--- config.mk ---
export PLATFORM = sky130hd
export DESIGN_NAME = weg_divider
export DESIGN_NICKNAME = d
export VERILOG_FILES = /design/src/sv/weg_pkg.sv /design/src/sv/weg_divider.sv
export SDC_FILE = /design/constraint.sdc
export NUM_CORES = 1
export LEC_CHECK = 0
export BUFFER_PORTS_ARGS = -buffer_cell sky130_fd_sc_hd__buf_4
export CORE_MARGIN = 8
export CORE_UTILIZATION = 60
export CTS_CLUSTER_SIZE = 24
export DETAILED_ROUTE_END_ITERATION = 10
export PLACE_DENSITY = 0.86
export SLEW_MARGIN = 15
export SYNTH_ARGS = -nofsm -noshare
export SYNTH_HDL_FRONTEND = slang
export SYNTH_SLANG_ARGS = --single-unit
--- constraint.sdc ---
create_clock -name clk -period 11.7 [get_ports clk]
set_input_delay 2.34 -clock clk [delete_from_list [all_inputs] [get_ports clk]]
set_output_delay 2.34 -clock clk [all_outputs]
set_load 0.005 [all_outputs]
--- src/sv/weg_pkg.sv ---
`default_nettype none

package weg_pkg;

    localparam int MAX_FAN_IN    = 4096;
    localparam int FRAC_BITS_DEF = 16;

    localparam int DATA_W   = 32;
    localparam int ALPHA_W  = 31;
    localparam int W0_W     = 31;
    localparam int FAN_W    = 13;
    localparam int SUM_W    = 48;
    localparam int CFG_DW   = 31;

    // divider: divisor and remainder width, quotient width, iteration counter width
    localparam int DW       = 63;
    localparam int QW       = 41;
    localparam int CW       = 6;
    localparam int R_ITERS  = 33;

    localparam logic [QW-1:0] TERM_CAP = {1'b1, {(QW-1){1'b0}}};

    typedef enum logic [1:0] {
        CFG_ENABLE   = 2'd0,
        CFG_ALPHA    = 2'd1,
        CFG_SCALE_W0 = 2'd2,
        CFG_FAN_IN   = 2'd3
    } cfg_index_t;

    typedef struct packed {
        logic          load;
        logic [DW-1:0] rem_init;
        logic [QW-1:0] nb_init;
        logic [CW-1:0] iters;
    } div_ctrl_t;

    typedef struct packed {
        logic          busy;
        logic [QW-1:0] quot;
    } div_stat_t;

endpackage

`default_nettype wire

--- src/sv/weg_divider.sv ---
`default_nettype none

module weg_divider (
    input  logic                       clk,
    input  logic                       rst_n,
    input  weg_pkg::div_ctrl_t         ctrl,
    input  logic [weg_pkg::DW-1:0]     divisor,
    output weg_pkg::div_stat_t         stat
);
    import weg_pkg::*;

    logic [CW-1:0] cnt_reg;
    logic [DW-1:0] rem_reg;
    logic [DW-1:0] rem_next;
    logic [QW-1:0] nb_reg;
    logic [QW-1:0] quot_reg;
    logic [DW:0]   rem_shift;
    logic [DW:0]   rem_diff;
    logic          rem_ge;

    assign rem_shift = {rem_reg, nb_reg[QW-1]};
    assign rem_diff  = rem_shift - {1'b0, divisor};
    assign rem_ge    = rem_shift >= {1'b0, divisor};
    assign rem_next  = rem_ge ? rem_diff[DW-1:0] : rem_shift[DW-1:0];

    assign stat.busy = cnt_reg != '0;
    assign stat.quot = quot_reg;

    always_ff @(posedge clk or negedge rst_n)
    begin
        if (!rst_n)
        begin
            cnt_reg <= '0;
        end
        else if (ctrl.load)
        begin
            cnt_reg <= ctrl.iters;
        end
        else if (cnt_reg != '0)
        begin
            cnt_reg <= cnt_reg - CW'(1);
        end
    end

    // one quotient bit per cycle, numerator bits enter MSB first
    always_ff @(posedge clk)
    begin
        if (ctrl.load)
        begin
            rem_reg  <= ctrl.rem_init;
            nb_reg   <= ctrl.nb_init;
            quot_reg <= '0;
        end
        else if (cnt_reg != '0)
        begin
            rem_reg  <= rem_next;
            nb_reg   <= {nb_reg[QW-2:0], 1'b0};
            quot_reg <= {quot_reg[QW-2:0], rem_ge};
        end
    end

endmodule

`default_nettype wire

# After elaboration in Yosys (flattened, before gate mapping)
# Cells that the tools add are included.
[word_totals]
input_bits = 176
out_inout_bits = 42
word_cells = 16
regBits = 151
[classes]
reduce_logical = 2
addsub = 2
muxes = 7
n_lt_le_gt_ge = 1
[ops]
columns = ["cell", "count"]
rows = [
  ["$mux W63", 3],
  ["$mux W41", 2],
  ["$ge A64 B63 Y1", 1],
  ["$sub A63 B63 Y63", 1],
  ["$mux W6", 2],
  ["$reduce_bool A6 Y1", 1],
  ["$sub A6 B1 Y6 const B", 1],
  ["$reduce_bool A2 Y1", 1],
]

# Logic depth before layout (Yosys ltp)
[depth]
word_depth = 4
ltp_mapped = 15
ltp_nobuf = 13

# Least setup slack after synthesis
# Ideal clock, no wire load.
[synth_path]
kind = "in2reg"
start = "input ctrl[110] (netlist name)"
end = "register nb_reg[0], enable pin"
n_path_buf = 3
cell_stages = 4
required_time_ps = 11219
path_slack_ps = 5592
arrival_ps = 5627
cell_sequence = "clkbuf_1 > clkbuf_1 > clkbuf_1 > nand2b_1"
[synth_between]
elab_chain_cells = 1
[synth_rtl]
columns = ["item", "line", "rtl"]
rows = [
  ["start, declared", "weg_divider.sv:6", "input weg_pkg::div_ctrl_t ctrl,"],
  ["$reduce_bool A2 Y1 (no line)", "--", ""],
  ["end signal, assigned", "weg_divider.sv:51", "nb_reg <= ctrl.nb_init;"],
  ["end signal, assigned", "weg_divider.sv:57", "nb_reg <= {nb_reg[QW-2:0], 1'b0};"],
  ["end, declared", "weg_divider.sv:15", "logic [QW-1:0] nb_reg;"],
]
# Every way passes these cells.
# A chain may end at the register's enable or synchronous reset.

# Final worst setup path
[layout_path]
start = "input divisor[0] (netlist name)"
end = "register rem_reg[35], data pin"
[layout_between]
elab_chain_cells = 4
[layout_rtl]
columns = ["item", "line", "rtl"]
rows = [
  ["start, declared", "weg_divider.sv:7", "input logic [weg_pkg::DW-1:0] divisor,"],
  ["$sub A63 B63 Y63 / $ge A64 B63 Y1 (equally long branches)", "weg_divider.sv:22, weg_divider.sv:23", ""],
  ["$mux W63 (*)", "weg_divider.sv:24", "assign rem_next = rem_ge ? rem_diff[DW-1:0] : rem_shift[DW-1:0];"],
  ["$mux W63 (*)", "weg_divider.sv:54", "else if (cnt_reg != '0)"],
  ["$mux W63 (*)", "weg_divider.sv:48", "if (ctrl.load)"],
  ["end signal, assigned", "weg_divider.sv:50", "rem_reg <= ctrl.rem_init;"],
  ["end signal, assigned", "weg_divider.sv:56", "rem_reg <= rem_next;"],
  ["end, declared", "weg_divider.sv:13", "logic [DW-1:0] rem_reg;"],
]
# Every way passes the cells marked *; elsewhere a longest branch is shown, timed or not. The select of a mux whose other input is x is not followed.

==> impl_summary.log <==
INFO  metric status = complete, no violations
INFO  metric power_switching_share = 0.431
INFO  metric max_slew.worst_pin.slew = 921 ps
INFO  metric cts.repair_timing.setup_buffer_count = 0
INFO  metric rsz0062_at_grt = no
INFO  metric syn_inst = 1222
INFO  metric area_delta_synth_final = 21.2%
INFO  metric clk_root_buffer_cell = sky130_fd_sc_hd__clkbuf_16
INFO  metric setup.worst_path.class = input port to flop
INFO  metric whs = between 400 and 500 ps
INFO  metric largest_register_ff_count = 63
INFO  metric synth-compound-area-share = 0.196
INFO  metric cts_repair_resize_count = 0
INFO  metric synth_fp_nets = 1463
INFO  metric grt.total_usage = 0.256
INFO  metric yosysTopAreaCell = sky130_fd_sc_hd__edfxtp_1
INFO  metric power.switching = between 1 and 1.5 mW
INFO  metric final_layout_size_suffix_gt1_frac = 0.234
INFO  metric post-synth-top-count-cell = sky130_fd_sc_hd__nand2_1
INFO  metric io_pins = 218
INFO  metric synth.cell_area = 10800 sq um
INFO  metric synth-simple-area-share = 0.147
INFO  metric timing.final.crit_share = 0.522
INFO  metric avgRoutedWirePerCell = 17.8 microns
INFO  metric yosys-mux-area-fraction = 0.0915
INFO  metric part_of_the_yosys_area_used_for_sequential_elements = 0.381
INFO  metric initial_utilization = 0.605
INFO  metric routed_via_density = 5.90
INFO  metric detailedRoute.firstIterationViolations = 679
INFO  metric count_of_placed_standard_cells_including_taps = 1603
INFO  metric timing.fmax = about 0.16 GHz
INFO  metric part_of_the_power_in_combinational_logic = 0.566
INFO  metric setup-tns-final = 0 ps
INFO  metric synth_fa_ha_area_frac = 0.0764
INFO  metric finalHoldViolCount = 0
INFO  metric grt.overflow.total = 0
INFO  metric routed-via-count = 9645
INFO  metric fin_worst_skew = 13.9 ps
INFO  metric insertion_delay_to_the_later_sink_of_the_worst_skew_pair = approximately 440 ps
INFO  metric setup_violations = 0
INFO  metric die-width = 150 microns
INFO  metric synth_enable_flop_cells = between 100 and 150
INFO  metric cts-hold-fix-buffers = 0
INFO  metric antenna_found_initial = 1
INFO  metric met3_length = between 2000 and 3000 microns
INFO  metric timing.slew.headroom = 0.386
INFO  metric synth.avg_cell_area = 8.80 sq um
INFO  metric synth_seq_cells = 151
INFO  metric finalMaxSlewViolations = 0
INFO  metric clockBufferDepth = 2
INFO  metric number_of_sinks_on_the_clock_net = 151
INFO  metric largest_net_degree_at_the_start_of_global_routing = 120
INFO  metric top_signal_layer_used = met5
INFO  metric synth_top_family_by_area = compound AO/OA/AOI/OAI gates
INFO  metric synthArstFlopShare = 0.0397
INFO  metric finalWirelength = 29100 microns
INFO  metric leak_pwr = 5.73 nW
INFO  metric yosysWarningCount = 0
INFO  metric cts_tree = done
INFO  metric maxCapViolations = 0
INFO  metric finish.net_count = between 1500 and 2000
INFO  metric wirelength_met1 = 11400 microns
INFO  metric cts-buffers-inserted = 17
INFO  metric detailed_router_iteration_count_before_antenna_repair = 5
INFO  metric crit_fanout = 37
INFO  metric post_synth_main_area_contributors = sky130_fd_sc_hd__edfxtp_1 (29%), sky130_fd_sc_hd__dfxtp_1 (7.6%), sky130_fd_sc_hd__ha_1 (7.4%)
INFO  metric die-area = 22500 sq um
INFO  metric ys_types = 67
INFO  metric hpwl = 21500 microns
INFO  metric port_buffers = roughly 220
INFO  metric timing.final.crit_period = 6100 ps
INFO  metric synth_flop_cell = sky130_fd_sc_hd__edfxtp_1
INFO  metric met2RoutedLength = 14000 microns
INFO  metric reg2reg_slack = 7180 ps
INFO  metric total_number_of_placement_rows = 49
INFO  metric clk_pin_slew = ~70 ps
INFO  metric core-area = around 18000 sq um
INFO  metric synth_xor_xnor_area_share = 0.0489
INFO  metric seqPwrFrac = 0.258
INFO  metric fill_cells = around 1300
INFO  metric place.gp.congestion = 0.920
INFO  metric post-synth-top-area-fraction = 0.291
INFO  metric final-instance-count-excl-fill = between 1500 and 2000
INFO  metric detail_route.drc_violations = 0
INFO  metric crit_required = 11880 ps
INFO  metric postRouteAntennaNets = 0
INFO  metric htreeDepth = 4
INFO  metric power.clock.fraction = 0.176
INFO  metric worstPathArrival = 6280 ps
INFO  metric max-vdd-ir-drop = around 170 uV
INFO  metric p_per_area = 252 nW/um^2
INFO  metric startpoint_type = input port
INFO  metric internal_power = 1.87 mW
INFO  metric critPathCaptureType = flop
INFO  metric grt_pass1_vias = 9626
INFO  metric grt_pass1_wl = between 40000 and 50000 microns
INFO  metric holdCritPathClass = flop to flop
INFO  metric synth.top_cells.by_count = sky130_fd_sc_hd__nand2_1 (189), sky130_fd_sc_hd__a21oi_1 (140), sky130_fd_sc_hd__edfxtp_1 (104)
INFO  metric y_dimension_of_the_die = 150 microns
INFO  metric insertedDiodeCount = 0
final cells by class:
class	count	area, sq um	area share
clock buffers	18	450	0.0346
clock inverters	14	175	0.0134
inverters	85	319	0.0245
multi-input cells	916	6040	0.463
flip-flops and latches	151	4090	0.314
well taps	229	287	0.0220
repair buffers	222	1670	0.128
metrics by stage:
stage           util  power (mW)  setup slack [ps]  area, sq um
2_1_floorplan      -        2.30              5590        10800
3_3_place_gp   0.698        2.62              5360        12400
3_5_place_dp   0.698        2.67              5210        12400
4_1_cts        0.733        3.27              5650        13000
5_1_grt        0.733        3.51              5330        13000
6_report       0.733        3.28              5600        13000
per-layer routing:
| layer | up-vias | GRT usage |
|---|---|---|
| li1 | 4701 | - |
| met1 | 4520 | 0.291 |
| met2 | 356 | 0.428 |
| met3 | 66 | 0.0931 |
| met4 | 2 | 0.111 |
| met5 | - | 0 |
path summary, 6_finish.rpt:
path                                     end  depth (start not counted)         start
worst min register to register  quot_reg[40]                          2  quot_reg[40]
worst max register to register   rem_reg[35]                         13    nb_reg[40]
worst max-delay path             rem_reg[35]                         13    divisor[0]
max in group asynchronous         cnt_reg[0]                          1         rst_n
min in group asynchronous         cnt_reg[5]                          1         rst_n
worst min-delay path            quot_reg[40]                          2  quot_reg[40]
cells by family after synthesis:
group,count (synthesis)
adders and majority gates,65
buffers and inverters,155
xor gates and xnor gates,60
AOI/OAI and AO/OA,350
and+or+nand+nor,353
muxes,88
DFF,151
layout by cell type, fill, tap and decap left out, types with 9 or more instances in the layout:
| master | Yosys | routed |
|---|---|---|
| sky130_fd_sc_hd__o21ai_0 | 34 | 34 |
| sky130_fd_sc_hd__nor2_1 | 51 | 51 |
| sky130_fd_sc_hd__nor3_1 | 17 | 16 |
| sky130_fd_sc_hd__xor2_1 | 23 | 23 |
| sky130_fd_sc_hd__mux2i_1 | 27 | 27 |
| sky130_fd_sc_hd__o21bai_1 | 18 | 18 |
| sky130_fd_sc_hd__nand4_1 | 19 | 19 |
| sky130_fd_sc_hd__a21oi_1 | 140 | 140 |
| sky130_fd_sc_hd__clkbuf_16 | 0 | 18 |
| sky130_fd_sc_hd__edfxtp_1 | 104 | 104 |
| sky130_fd_sc_hd__o211ai_1 | 9 | 9 |
| sky130_fd_sc_hd__nor2b_1 | 12 | 12 |
| sky130_fd_sc_hd__mux2_2 | 52 | 52 |
| sky130_fd_sc_hd__a31oi_1 | 10 | 10 |
| sky130_fd_sc_hd__xnor2_1 | 37 | 37 |
| sky130_fd_sc_hd__o21ai_1 | 64 | 64 |
| sky130_fd_sc_hd__nand3_1 | 15 | 15 |
| sky130_fd_sc_hd__dfxtp_1 | 41 | 41 |
| sky130_fd_sc_hd__buf_4 | 3 | 221 |
| sky130_fd_sc_hd__and2_1 | 10 | 10 |
| sky130_fd_sc_hd__ha_1 | 64 | 64 |
| sky130_fd_sc_hd__nand2_1 | 189 | 189 |
| sky130_fd_sc_hd__nand2b_1 | 10 | 9 |
| sky130_fd_sc_hd__a21o_1 | 18 | 18 |
| sky130_fd_sc_hd__inv_1 | 83 | 83 |
worst max-delay path, cell delays in order:
cell	delay [ps]
sky130_fd_sc_hd__buf_4	110
sky130_fd_sc_hd__ha_1	220
sky130_fd_sc_hd__fa_1	410
sky130_fd_sc_hd__nand2b_1	180
sky130_fd_sc_hd__a21oi_1	280
sky130_fd_sc_hd__o21ba_1	220
sky130_fd_sc_hd__o211ai_1	160
sky130_fd_sc_hd__a21oi_2	280
sky130_fd_sc_hd__o311ai_4	150
sky130_fd_sc_hd__a21oi_4	700
sky130_fd_sc_hd__buf_4	600
sky130_fd_sc_hd__mux2_4	340
sky130_fd_sc_hd__mux2_2	260
power groups by stage:
stage | clock (mW) | sequential, mW | combinational [mW]
after floorplan | 0 | 0.824 | 1.47
after global placement | 0 | 0.845 | 1.77
after detailed placement | 0 | 0.850 | 1.82
after CTS | 0.584 | 0.843 | 1.84
after global routing | 0.606 | 0.857 | 2.05
final | 0.578 | 0.845 | 1.86
Note: power is estimated with default switching activity, not from simulation.
